==> config.mk <==
export PLATFORM = sky130hd
export DESIGN_NAME = graph_depth_first_walk_core
export DESIGN_NICKNAME = d
export VERILOG_FILES = /design/src/sv/gdfw_pkg.sv /design/src/sv/gdfw_ram.sv /design/src/sv/gdfw_datapath.sv /design/src/sv/gdfw_controller.sv /design/src/sv/graph_depth_first_walk_core.sv
export SDC_FILE = /design/constraint.sdc
export NUM_CORES = 2
export LEC_CHECK = 0
export BUFFER_PORTS_ARGS = -buffer_cell sky130_fd_sc_hd__buf_2
export CAP_MARGIN = 20
export CORE_MARGIN = 2
export CORE_UTILIZATION = 63
export DETAILED_ROUTE_END_ITERATION = 8
export GPL_TIMING_DRIVEN = 0
export MAX_ROUTING_LAYER = met4
export PLACE_DENSITY = 0.76
export SLEW_MARGIN = 25
export SYNTH_ARGS = -nofsm -noshare
export SYNTH_HDL_FRONTEND = slang
export SYNTH_HIERARCHICAL = 1
export SYNTH_SLANG_ARGS = --single-unit
==> constraint.sdc <==
create_clock -name clock -period 7.8 [get_ports clock]
set_input_delay 1.56 -clock clock [delete_from_list [all_inputs] [get_ports clock]]
set_output_delay 1.56 -clock clock [all_outputs]
set_load 0.005 [all_outputs]
==> src/sv/gdfw_pkg.sv <==
// Shared types, constants and command codes for the depth-first walk core.
// Used by the controller, the datapath and the top level; depends on nothing.
package gdfw_pkg;

   // Graph size limits.
   localparam int MAX_VERTICES = 32;
   localparam int MAX_DEGREE   = 8;

   // Field widths of the request and response.
   localparam int VTX_W   = 5;
   localparam int VCNT_W  = 6;
   localparam int FUNC_W  = 2;
   localparam int STAT_W  = 2;

   // Derived storage widths.
   localparam int DEG_W     = $clog2(MAX_DEGREE + 1);
   localparam int DEPTH_W   = $clog2(MAX_VERTICES + 1);
   localparam int NBR_DEPTH = MAX_VERTICES * MAX_DEGREE;
   localparam int ADDR_W    = $clog2(NBR_DEPTH);

   // Request function codes.
   localparam logic [FUNC_W-1:0] FUNC_ADD_VERTEX = 2'd0;
   localparam logic [FUNC_W-1:0] FUNC_ADD_EDGE   = 2'd1;
   localparam logic [FUNC_W-1:0] FUNC_WALK       = 2'd2;
   localparam logic [FUNC_W-1:0] FUNC_NONE       = 2'd3;

   // Response status codes.
   localparam logic [STAT_W-1:0] ST_OK        = 2'd0;
   localparam logic [STAT_W-1:0] ST_OVERFLOW  = 2'd1;
   localparam logic [STAT_W-1:0] ST_BADVERTEX = 2'd2;
   localparam logic [STAT_W-1:0] ST_LISTFULL  = 2'd3;

   // One request.
   typedef struct packed {
      logic [FUNC_W-1:0] func;
      logic [VTX_W-1:0]  from_vertex;
      logic [VTX_W-1:0]  to_vertex;
      logic [VTX_W-1:0]  start_vertex;
   } req_type;

   // One response.
   typedef struct packed {
      logic [VTX_W-1:0]  visited_vertex;
      logic [VCNT_W-1:0] vertex_count;
      logic [STAT_W-1:0] status;
      logic              last;
   } rsp_type;

   // Datapath commands issued by the controller.
   typedef enum logic [2:0] {
      CMD_NONE,
      CMD_ADD_VERTEX,
      CMD_ADD_EDGE,
      CMD_WALK_START,
      CMD_WALK_REJECT,
      CMD_STEP,
      CMD_CHECK
   } dp_cmd_type;

   // Datapath status returned to the controller.
   typedef struct packed {
      logic start_ok;
      logic pos_zero;
      logic last_level;
   } dp_status_type;

endpackage

==> src/sv/gdfw_ram.sv <==
// Generic single-write, single-read RAM with a registered read port.
// Stands alone; holds no reset and no package dependency.
module gdfw_ram #(
   parameter int WIDTH = 8,
   parameter int DEPTH = 256
) (
   input  logic                     clock,
   input  logic                     wr_en,
   input  logic [$clog2(DEPTH)-1:0] wr_addr,
   input  logic [WIDTH-1:0]         wr_data,
   input  logic                     rd_en,
   input  logic [$clog2(DEPTH)-1:0] rd_addr,
   output logic [WIDTH-1:0]         rd_data
);

   logic [WIDTH-1:0] mem_ff [DEPTH];
   logic [WIDTH-1:0] rd_data_ff;

   // Write port and registered read port.
   always_ff @(posedge clock) begin
      if (wr_en) begin
         mem_ff[wr_addr] <= wr_data;
      end
      if (rd_en) begin
         rd_data_ff <= mem_ff[rd_addr];
      end
   end

   assign rd_data = rd_data_ff;

endmodule

==> src/sv/gdfw_datapath.sv <==
// Datapath of the depth-first walk core: vertex count, list lengths, visited
// marks, walk stack, neighbor memory and the response register. Uses gdfw_pkg
// and gdfw_ram.
module gdfw_datapath (
   input  logic                    clock,
   input  logic                    reset,
   input  gdfw_pkg::dp_cmd_type    cmd,
   input  gdfw_pkg::req_type       req_data,
   output gdfw_pkg::dp_status_type status,
   output logic                    rsp_valid,
   output gdfw_pkg::rsp_type       rsp_data
);

   // Control state.
   logic [gdfw_pkg::VCNT_W-1:0]                                vertex_total_ff, total_in;
   logic [gdfw_pkg::MAX_VERTICES-1:0][gdfw_pkg::DEG_W-1:0]     degree_ff;
   logic [gdfw_pkg::MAX_VERTICES-1:0]                          visited_ff;
   logic [gdfw_pkg::DEPTH_W-1:0]                               depth_ff, depth_in;
   logic                                                       rsp_valid_ff, rsp_valid_in;

   // Payload state.
   logic [gdfw_pkg::VTX_W-1:0] stack_vtx_ff [gdfw_pkg::MAX_VERTICES];
   logic [gdfw_pkg::DEG_W-1:0] stack_pos_ff [gdfw_pkg::MAX_VERTICES];
   logic [gdfw_pkg::VTX_W-1:0] pending_ff, pending_in;
   gdfw_pkg::rsp_type          rsp_ff, rsp_in;

   // Working signals.
   logic [gdfw_pkg::DEPTH_W-1:0] depth_dec;
   logic [gdfw_pkg::VTX_W-1:0]   top_idx;
   logic [gdfw_pkg::VTX_W-1:0]   top_vtx;
   logic [gdfw_pkg::DEG_W-1:0]   top_pos;
   logic [gdfw_pkg::VTX_W-1:0]   nbr_rd_data;
   logic [gdfw_pkg::VTX_W-1:0]   deg_addr;
   logic [gdfw_pkg::DEG_W-1:0]   deg_rd;
   logic [gdfw_pkg::ADDR_W-1:0]  nbr_wr_addr, nbr_rd_addr;
   logic                         edge_ok, list_full, fresh;
   logic                         edge_wr, nbr_rd, push, pos_dec, walk_init;

   // Top of the walk stack.
   assign depth_dec = depth_ff - gdfw_pkg::DEPTH_W'(1);
   assign top_idx   = depth_dec[gdfw_pkg::VTX_W-1:0];
   assign top_vtx   = stack_vtx_ff[top_idx];
   assign top_pos   = stack_pos_ff[top_idx];

   // The list-length table has one read port whose address follows the command.
   always_comb begin
      unique case (cmd)
         gdfw_pkg::CMD_ADD_EDGE:   deg_addr = req_data.from_vertex;
         gdfw_pkg::CMD_WALK_START: deg_addr = req_data.start_vertex;
         default:                  deg_addr = nbr_rd_data;
      endcase
   end
   assign deg_rd = degree_ff[deg_addr];

   // Request checks.
   assign edge_ok = (gdfw_pkg::VCNT_W'(req_data.from_vertex) < vertex_total_ff) &&
                    (gdfw_pkg::VCNT_W'(req_data.to_vertex) < vertex_total_ff);
   assign list_full = deg_rd >= gdfw_pkg::DEG_W'(gdfw_pkg::MAX_DEGREE);
   assign fresh     = !visited_ff[nbr_rd_data] &&
                      (depth_ff < gdfw_pkg::DEPTH_W'(gdfw_pkg::MAX_VERTICES));

   // Neighbor memory addresses: the new edge goes after the existing ones, and
   // the walk reads the list from its end, so the newest edge is taken first.
   assign nbr_wr_addr = gdfw_pkg::ADDR_W'(req_data.from_vertex) *
                        gdfw_pkg::ADDR_W'(gdfw_pkg::MAX_DEGREE) +
                        gdfw_pkg::ADDR_W'(deg_rd);
   assign nbr_rd_addr = gdfw_pkg::ADDR_W'(top_vtx) *
                        gdfw_pkg::ADDR_W'(gdfw_pkg::MAX_DEGREE) +
                        gdfw_pkg::ADDR_W'(top_pos - gdfw_pkg::DEG_W'(1));

   // Status to the controller.
   assign status.start_ok   = gdfw_pkg::VCNT_W'(req_data.start_vertex) < vertex_total_ff;
   assign status.pos_zero   = (top_pos == '0);
   assign status.last_level = (depth_ff == gdfw_pkg::DEPTH_W'(1));

   // Next-state logic for each command. The walk holds one visited vertex back
   // until it knows whether another follows, so the final one carries last.
   always_comb begin
      rsp_valid_in = 1'b0;
      rsp_in       = '{visited_vertex: '0, vertex_count: vertex_total_ff,
                       status: gdfw_pkg::ST_OK, last: 1'b1};
      total_in     = vertex_total_ff;
      depth_in     = depth_ff;
      pending_in   = pending_ff;
      edge_wr      = 1'b0;
      nbr_rd       = 1'b0;
      push         = 1'b0;
      pos_dec      = 1'b0;
      walk_init    = 1'b0;
      unique case (cmd)
         gdfw_pkg::CMD_NONE: begin
         end
         gdfw_pkg::CMD_ADD_VERTEX: begin
            rsp_valid_in = 1'b1;
            if (vertex_total_ff >= gdfw_pkg::VCNT_W'(gdfw_pkg::MAX_VERTICES)) begin
               rsp_in.status = gdfw_pkg::ST_OVERFLOW;
            end else begin
               total_in            = vertex_total_ff + gdfw_pkg::VCNT_W'(1);
               rsp_in.vertex_count = total_in;
            end
         end
         gdfw_pkg::CMD_ADD_EDGE: begin
            rsp_valid_in = 1'b1;
            if (!edge_ok) begin
               rsp_in.status = gdfw_pkg::ST_BADVERTEX;
            end else if (list_full) begin
               rsp_in.status = gdfw_pkg::ST_LISTFULL;
            end else begin
               edge_wr = 1'b1;
            end
         end
         gdfw_pkg::CMD_WALK_START: begin
            walk_init  = 1'b1;
            depth_in   = gdfw_pkg::DEPTH_W'(1);
            pending_in = req_data.start_vertex;
         end
         gdfw_pkg::CMD_WALK_REJECT: begin
            rsp_valid_in  = 1'b1;
            rsp_in.status = gdfw_pkg::ST_BADVERTEX;
         end
         gdfw_pkg::CMD_STEP: begin
            if (status.pos_zero) begin
               depth_in = depth_dec;
               if (status.last_level) begin
                  rsp_valid_in          = 1'b1;
                  rsp_in.visited_vertex = pending_ff;
               end
            end else begin
               pos_dec = 1'b1;
               nbr_rd  = 1'b1;
            end
         end
         gdfw_pkg::CMD_CHECK: begin
            if (fresh) begin
               push                  = 1'b1;
               depth_in              = depth_ff + gdfw_pkg::DEPTH_W'(1);
               rsp_valid_in          = 1'b1;
               rsp_in.visited_vertex = pending_ff;
               rsp_in.last           = 1'b0;
               pending_in            = nbr_rd_data;
            end
         end
         default: begin
         end
      endcase
   end

   // Control registers.
   always_ff @(posedge clock) begin
      if (reset) begin
         vertex_total_ff <= '0;
         degree_ff       <= '0;
         visited_ff      <= '0;
         depth_ff        <= '0;
         rsp_valid_ff    <= 1'b0;
      end else begin
         vertex_total_ff <= total_in;
         depth_ff        <= depth_in;
         rsp_valid_ff    <= rsp_valid_in;
         if (edge_wr) begin
            degree_ff[req_data.from_vertex] <= deg_rd + gdfw_pkg::DEG_W'(1);
         end
         if (walk_init) begin
            visited_ff <= {{(gdfw_pkg::MAX_VERTICES-1){1'b0}}, 1'b1} << req_data.start_vertex;
         end else if (push) begin
            visited_ff[nbr_rd_data] <= 1'b1;
         end
      end
   end

   // Payload registers: walk stack, held-back vertex and response.
   always_ff @(posedge clock) begin
      rsp_ff     <= rsp_in;
      pending_ff <= pending_in;
      if (walk_init) begin
         stack_vtx_ff[0] <= req_data.start_vertex;
         stack_pos_ff[0] <= deg_rd;
      end
      if (pos_dec) begin
         stack_pos_ff[top_idx] <= top_pos - gdfw_pkg::DEG_W'(1);
      end
      if (push) begin
         stack_vtx_ff[depth_ff[gdfw_pkg::VTX_W-1:0]] <= nbr_rd_data;
         stack_pos_ff[depth_ff[gdfw_pkg::VTX_W-1:0]] <= deg_rd;
      end
   end

   // Neighbor lists, one row of MAX_DEGREE slots per vertex.
   gdfw_ram #(
      .WIDTH (gdfw_pkg::VTX_W),
      .DEPTH (gdfw_pkg::NBR_DEPTH)
   ) u_nbr_ram (
      .clock   (clock),
      .wr_en   (edge_wr),
      .wr_addr (nbr_wr_addr),
      .wr_data (req_data.to_vertex),
      .rd_en   (nbr_rd),
      .rd_addr (nbr_rd_addr),
      .rd_data (nbr_rd_data)
   );

   assign rsp_valid = rsp_valid_ff;
   assign rsp_data  = rsp_ff;

   // The stack never grows past one level per vertex.
   assert property (@(posedge clock) disable iff (reset)
      depth_ff <= gdfw_pkg::DEPTH_W'(gdfw_pkg::MAX_VERTICES))
      else $error("walk stack deeper than the vertex limit");

   // The vertex count stays within the graph limit.
   assert property (@(posedge clock) disable iff (reset)
      vertex_total_ff <= gdfw_pkg::VCNT_W'(gdfw_pkg::MAX_VERTICES))
      else $error("vertex count above the graph limit");

   // Only walk results that are followed by more results have last low.
   assert property (@(posedge clock) disable iff (reset)
      (rsp_valid_ff && !rsp_ff.last) |-> (rsp_ff.status == gdfw_pkg::ST_OK))
      else $error("non-final response carries an error status");

endmodule

==> src/sv/gdfw_controller.sv <==
// Controller of the depth-first walk core: decodes requests and sequences the
// walk over the datapath. Uses gdfw_pkg for command and status types.
module gdfw_controller (
   input  logic                               clock,
   input  logic                               reset,
   input  logic                               start,
   input  logic [gdfw_pkg::FUNC_W-1:0]        req_func,
   input  gdfw_pkg::dp_status_type            status,
   output gdfw_pkg::dp_cmd_type               cmd,
   output logic                               busy
);

   typedef enum logic [2:0] {
      S_IDLE  = 3'b001,
      S_STEP  = 3'b010,
      S_CHECK = 3'b100
   } state_type;

   state_type state_ff, state_in;

   // Request decode and walk sequencing: STEP looks at the stack top and
   // either pops it or fetches its next neighbor; CHECK examines that neighbor.
   always_comb begin
      state_in = state_ff;
      cmd      = gdfw_pkg::CMD_NONE;
      unique case (state_ff)
         S_IDLE: begin
            if (start) begin
               unique case (req_func)
                  gdfw_pkg::FUNC_ADD_VERTEX: cmd = gdfw_pkg::CMD_ADD_VERTEX;
                  gdfw_pkg::FUNC_ADD_EDGE:   cmd = gdfw_pkg::CMD_ADD_EDGE;
                  gdfw_pkg::FUNC_WALK: begin
                     if (status.start_ok) begin
                        cmd      = gdfw_pkg::CMD_WALK_START;
                        state_in = S_STEP;
                     end else begin
                        cmd = gdfw_pkg::CMD_WALK_REJECT;
                     end
                  end
                  gdfw_pkg::FUNC_NONE:       cmd = gdfw_pkg::CMD_NONE;
                  default:                   cmd = gdfw_pkg::CMD_NONE;
               endcase
            end
         end
         S_STEP: begin
            cmd = gdfw_pkg::CMD_STEP;
            if (status.pos_zero) begin
               if (status.last_level) begin
                  state_in = S_IDLE;
               end
            end else begin
               state_in = S_CHECK;
            end
         end
         S_CHECK: begin
            cmd      = gdfw_pkg::CMD_CHECK;
            state_in = S_STEP;
         end
         default: begin
            state_in = S_IDLE;
         end
      endcase
   end

   // State register.
   always_ff @(posedge clock) begin
      if (reset) begin
         state_ff <= S_IDLE;
      end else begin
         state_ff <= state_in;
      end
   end

   assign busy = (state_ff != S_IDLE);

   // Exactly one state bit is set.
   assert property (@(posedge clock) disable iff (reset)
      $onehot(state_ff))
      else $error("controller state is not one-hot");

   // A neighbor is examined only right after it was fetched.
   assert property (@(posedge clock) disable iff (reset)
      (state_ff == S_CHECK) |-> ($past(state_ff) == S_STEP))
      else $error("neighbor check without a preceding fetch");

   // A walk ends only by popping the bottom stack level.
   assert property (@(posedge clock) disable iff (reset)
      (state_ff == S_IDLE && $past(state_ff) != S_IDLE) |->
      ($past(state_ff) == S_STEP && $past(status.pos_zero) && $past(status.last_level)))
      else $error("walk ended before the stack emptied");

endmodule

==> src/sv/graph_depth_first_walk_core.sv <==
// Add vertex, add edge and a rejected walk each give one response in the cycle
// after the request is taken, and these requests may follow every cycle.
// A walk holds busy after it is taken until the stack loop pops the bottom level;
// each step of the loop is a neighbor fetch, a check of that neighbor or a pop,
// with the neighbor memory read registered between fetch and check.
// Synchronous reset empties the graph; the neighbor memory is not cleared.
module graph_depth_first_walk_core (
   input  logic              clock,
   input  logic              reset,
   input  logic              start,
   output logic              busy,
   input  gdfw_pkg::req_type req_data,
   output logic              rsp_valid,
   output gdfw_pkg::rsp_type rsp_data
);

   gdfw_pkg::dp_cmd_type    dp_cmd;
   gdfw_pkg::dp_status_type dp_status;

   // Request decode and walk sequencing.
   gdfw_controller u_controller (
      .clock    (clock),
      .reset    (reset),
      .start    (start),
      .req_func (req_data.func),
      .status   (dp_status),
      .cmd      (dp_cmd),
      .busy     (busy)
   );

   // Graph storage, walk stack and response register.
   gdfw_datapath u_datapath (
      .clock     (clock),
      .reset     (reset),
      .cmd       (dp_cmd),
      .req_data  (req_data),
      .status    (dp_status),
      .rsp_valid (rsp_valid),
      .rsp_data  (rsp_data)
   );

endmodule
==> out/results.tsv <==
stage	metric	value	unit
floorplanning	ios	36	
grt	grt.total_usage	38.72	%
placement	io_buffers	35	
timing	finalSetupViolations	1	
pwr	pwr-share-clk	35.0	%
route	drt-total-wl	219000	um
timing	max_freq	0.1264	GHz
clocking	cts.sinks	1768	
placement	gp_congestion	1.019	
floorplanning	initial_utilization	63.65	%
yosys	synth_edf_count	1578	
pwr	p_total	23.20	mW
pwr	power_frac_seq	44.6	%
yosys	async_flop_share	0	%
clocking	clockBufferDepth	3	
grt	grt_pass1_vias	43270	
worst_hold_path	hp-class	reg -> reg	
clocking	cts_buffers	173	
pwr	combPwrFrac	20.4	%
final_layout	multi_input_area	21320	um2
worst_setup_path	worstPathArrival	8.42	ns
clocking	cts_tree	built	
yosys	synth.ff_latch_count	1768	
final_layout	final_cell_mix	edfxtp_1 (1578), mux4_2 (387), nor2_1 (246)	
clocking	clkTransAtPathRegs	0.06	ns
pwr	p_int	16.38	mW
route	via_per_inst	7.181	
worst_setup_path	critPathRequiredTime	8.30	ns
final_layout	design_area	82580	um2
final_layout	regArea	51190	um2
placement	dp_cells	5892	
yosys	ys_warn_count	6	
route	drc	0	
grt	overflow	0	
yosys	synthesis.area	72980	um2
yosys	syn-num-nets	4370	
pwr	p_sw	6.813	mW
floorplanning	core	114700	um2
flow_run	drv_cap	0	
timing	slew_viol_final	0	
pwr	swShare	29.37	%
status	violations	setup timing	
route	drtIter0Drc	6985	
grt	grt_first_pass_wirelength	309700	um
clocking	clock_latency	0.79	ns
final_layout	fill_cells	6999	
final_layout	drive_above_1_share	25.27	%
route	avgRoutedWirePerCell	35.14	um
worst_setup_path	crit_fanout	10	
timing	finalCritPeriodShare	101.4	%
floorplanning	fp.dieW	344.3	um
grt	grt_max_degree	133	
final_layout	final_nets	4615	
pwr	peakVddDrop	0.2547	mV
status	status	finished with violations	
worst_setup_path	worstSetupPathType	reg -> reg	
final_layout	areaGrowthSynthToFinish	13.15	%
clocking	root_buffer	clkbuf_16	
grt	antenna_found_initial	7	
yosys	avgSynthCellArea	16.88	um2
placement	detailed_place.area	75730	um2
timing	relSlewSlack	16.74	%
timing	holdWs	0.4534	ns
floorplanning	die_y	344.3	um
floorplanning	dieArea	118600	um2
timing	period_minus_slack	7.910	ns
yosys	seq_area_frac_synth	70.14	%
timing	fin_skew	0.03641	ns
yosys	synthFlopType	edfxtp_1	
final_layout	utilization	72.02	%
yosys	syn_inst	4323	
yosys	synth_cell_type_count	85	
timing	setup_slack	-0.1103	ns
worst_setup_path	start_kind	flop	
worst_setup_path	cp-end-kind	flop	
final_layout	instances_no_fill	6231	
timing	hold_viol	0	
route	ant_nets	0	
pwr	leakagePower	26.20	nW
final_layout	mostFrequentLayoutCell	edfxtp_1	
route	vias	44740	
pwr	power.density	280.9	nW/um2
timing	tightestPinTransition	1.249	ns
placement	dp_hpwl	146800	um
floorplanning	placementRows	124	
route	first_pass_iters	8	
clocking	h-tree-depth	4	
==> cells in the mapped netlist, types with 11 or more instances <==
cell | count | area [um2]
o31ai_1 | 39 | 292.8
nor3_1 | 76 | 380.4
nand4_1 | 54 | 337.8
mux4_2 | 387 | 8716
and3_1 | 14 | 87.58
o2bb2ai_1 | 27 | 236.5
o22ai_1 | 74 | 462.9
a21oi_1 | 108 | 540.5
nor2b_1 | 69 | 431.7
a211oi_1 | 32 | 240.2
nor2_1 | 430 | 1614
nor4_1 | 20 | 125.1
o32ai_1 | 11 | 96.34
inv_1 | 35 | 131.4
edfxtp_1 | 1578 | 47390
nand2_1 | 127 | 476.7
nand3_1 | 64 | 320.3
mux2_2 | 21 | 236.5
buf_2 | 53 | 265.3
mux2i_1 | 204 | 2042
o221ai_1 | 14 | 122.6
a21boi_0 | 15 | 112.6
o21ai_0 | 41 | 205.2
dfxtp_1 | 190 | 3804
ha_1 | 26 | 325.3
buf_6 | 12 | 135.1
nand2b_1 | 121 | 757.0
clkbuf_1 | 170 | 638.1
a31oi_1 | 16 | 100.1
a22oi_1 | 49 | 367.9
a221oi_1 | 29 | 254.0
buf_1 | 25 | 93.84
buf_4 | 30 | 225.2
==> kinds of logic (layout without fill, tap and decap cells) <==
group           Yosys count  after routing  share of synthesized area [%]
simple gates           1039           1039                          6.901
compound gates          531            531                          5.077
other cells               0              9                              0
buf+inv                 327            714                          2.051
xor+xnor                 16             16                         0.2177
flops                  1768           1768                          70.14
fa+ha+maj                27             27                         0.4732
mux                     615            615                          15.14
==> path summary, 6_finish.rpt <==
path                            startpoint                               to  slack (ns)  cells after the start
hold reg to reg   u_datapath/pending_ff[0]           u_datapath/rsp_data[9]        0.45                      1
hold / removal    u_datapath/pending_ff[0]           u_datapath/rsp_data[9]        0.45                      1
setup reg to reg    u_datapath/depth_ff[0]  u_datapath/u_nbr_ram/rd_data[1]       -0.11                     21
setup / recovery    u_datapath/depth_ff[0]  u_datapath/u_nbr_ram/rd_data[1]       -0.11                     21
==> final cells by class <==
class | count | area share (%)
Multi-Input combinational cell | 2228 | 25.81
Timing Repair Buffer | 75 | 1.115
Inverter | 37 | 0.1727
Tap cell | 1512 | 2.291
Antenna cell | 9 | 0.02727
Sequential cell | 1768 | 61.99
Clock inverter | 102 | 1.064
Buffer | 285 | 1.964
Clock buffer | 215 | 5.561
==> routing by layer <==
layer,wire (um),GRT usage (%),part of all wire (%)
met5,0,-,0
met4,15130,21.88,6.9
met2,101500,57.99,46
met1,74710,48.43,34
met3,27620,10.20,13
==> timing repair <==
item	4_1_cts	5_1_grt
cloned	0	0
pin swaps	3	3
setup buffers	9	9
setup endpoints to repair	1330	1239
gates resized for setup	218	219
hold buffers	0	0
==> worst max-delay path, cell delays in order, from the launching register on <==
cell and delay, ns:
dfxtp_1 0.37, clkbuf_4 0.22, buf_6 0.21, buf_8 0.20
buf_6 0.22, buf_8 0.21, clkinvlp_4 0.19, ha_4 0.33
buf_4 0.21, clkbuf_8 0.23, clkbuf_8 0.23, clkbuf_8 0.22
mux4_2 0.33, mux4_2 0.51, mux2_2 0.33, ha_1 0.61
nor2b_1 0.46, clkbuf_1 0.82, a22oi_1 0.34, a21oi_2 0.58
nor3_1 0.26, o211ai_1 0.51
==> metrics by stage <==
stage | setup slack (ns) | TNS (ns)
3_5_place_dp | -3.358 | -1517.18
6_report | -0.1103 | -0.1103
3_3_place_gp | -3.578 | -2044.76
4_1_cts | -0.1430 | -4.578
2_1_floorplan | 0.6725 | 0
5_1_grt | -0.04109 | -0.3986
==> state kept, by name, summed over array words and instances, names as in the netlist <==
signal	cells
u_datapath/vertex_total_ff	6
u_controller/state_ff	3
u_datapath/pending_ff	5
u_datapath/u_nbr_ram/rd_data	5
u_datapath/degree_ff	128
u_datapath/u_nbr_ram/mem_ff	1280
u_datapath/stack_vtx_ff	160
u_datapath/depth_ff	6
u_datapath/visited_ff	32
u_datapath/stack_pos_ff	128
u_datapath/rsp_data	14
u_datapath/rsp_valid	1
==> power groups by stage <==
stage | sequential, mW | clock, mW | combinational [mW]
2_1_floorplan | 10.5 | 0 | 2.31
3_3_place_gp | 10.6 | 0 | 4.26
3_5_place_dp | 10.5 | 0 | 4.35
4_1_cts | 10.3 | 8.18 | 4.48
5_1_grt | 10.3 | 8.53 | 4.70
6_report | 10.3 | 8.12 | 4.74
No activity file was read; power rests on OpenSTA's default activity.
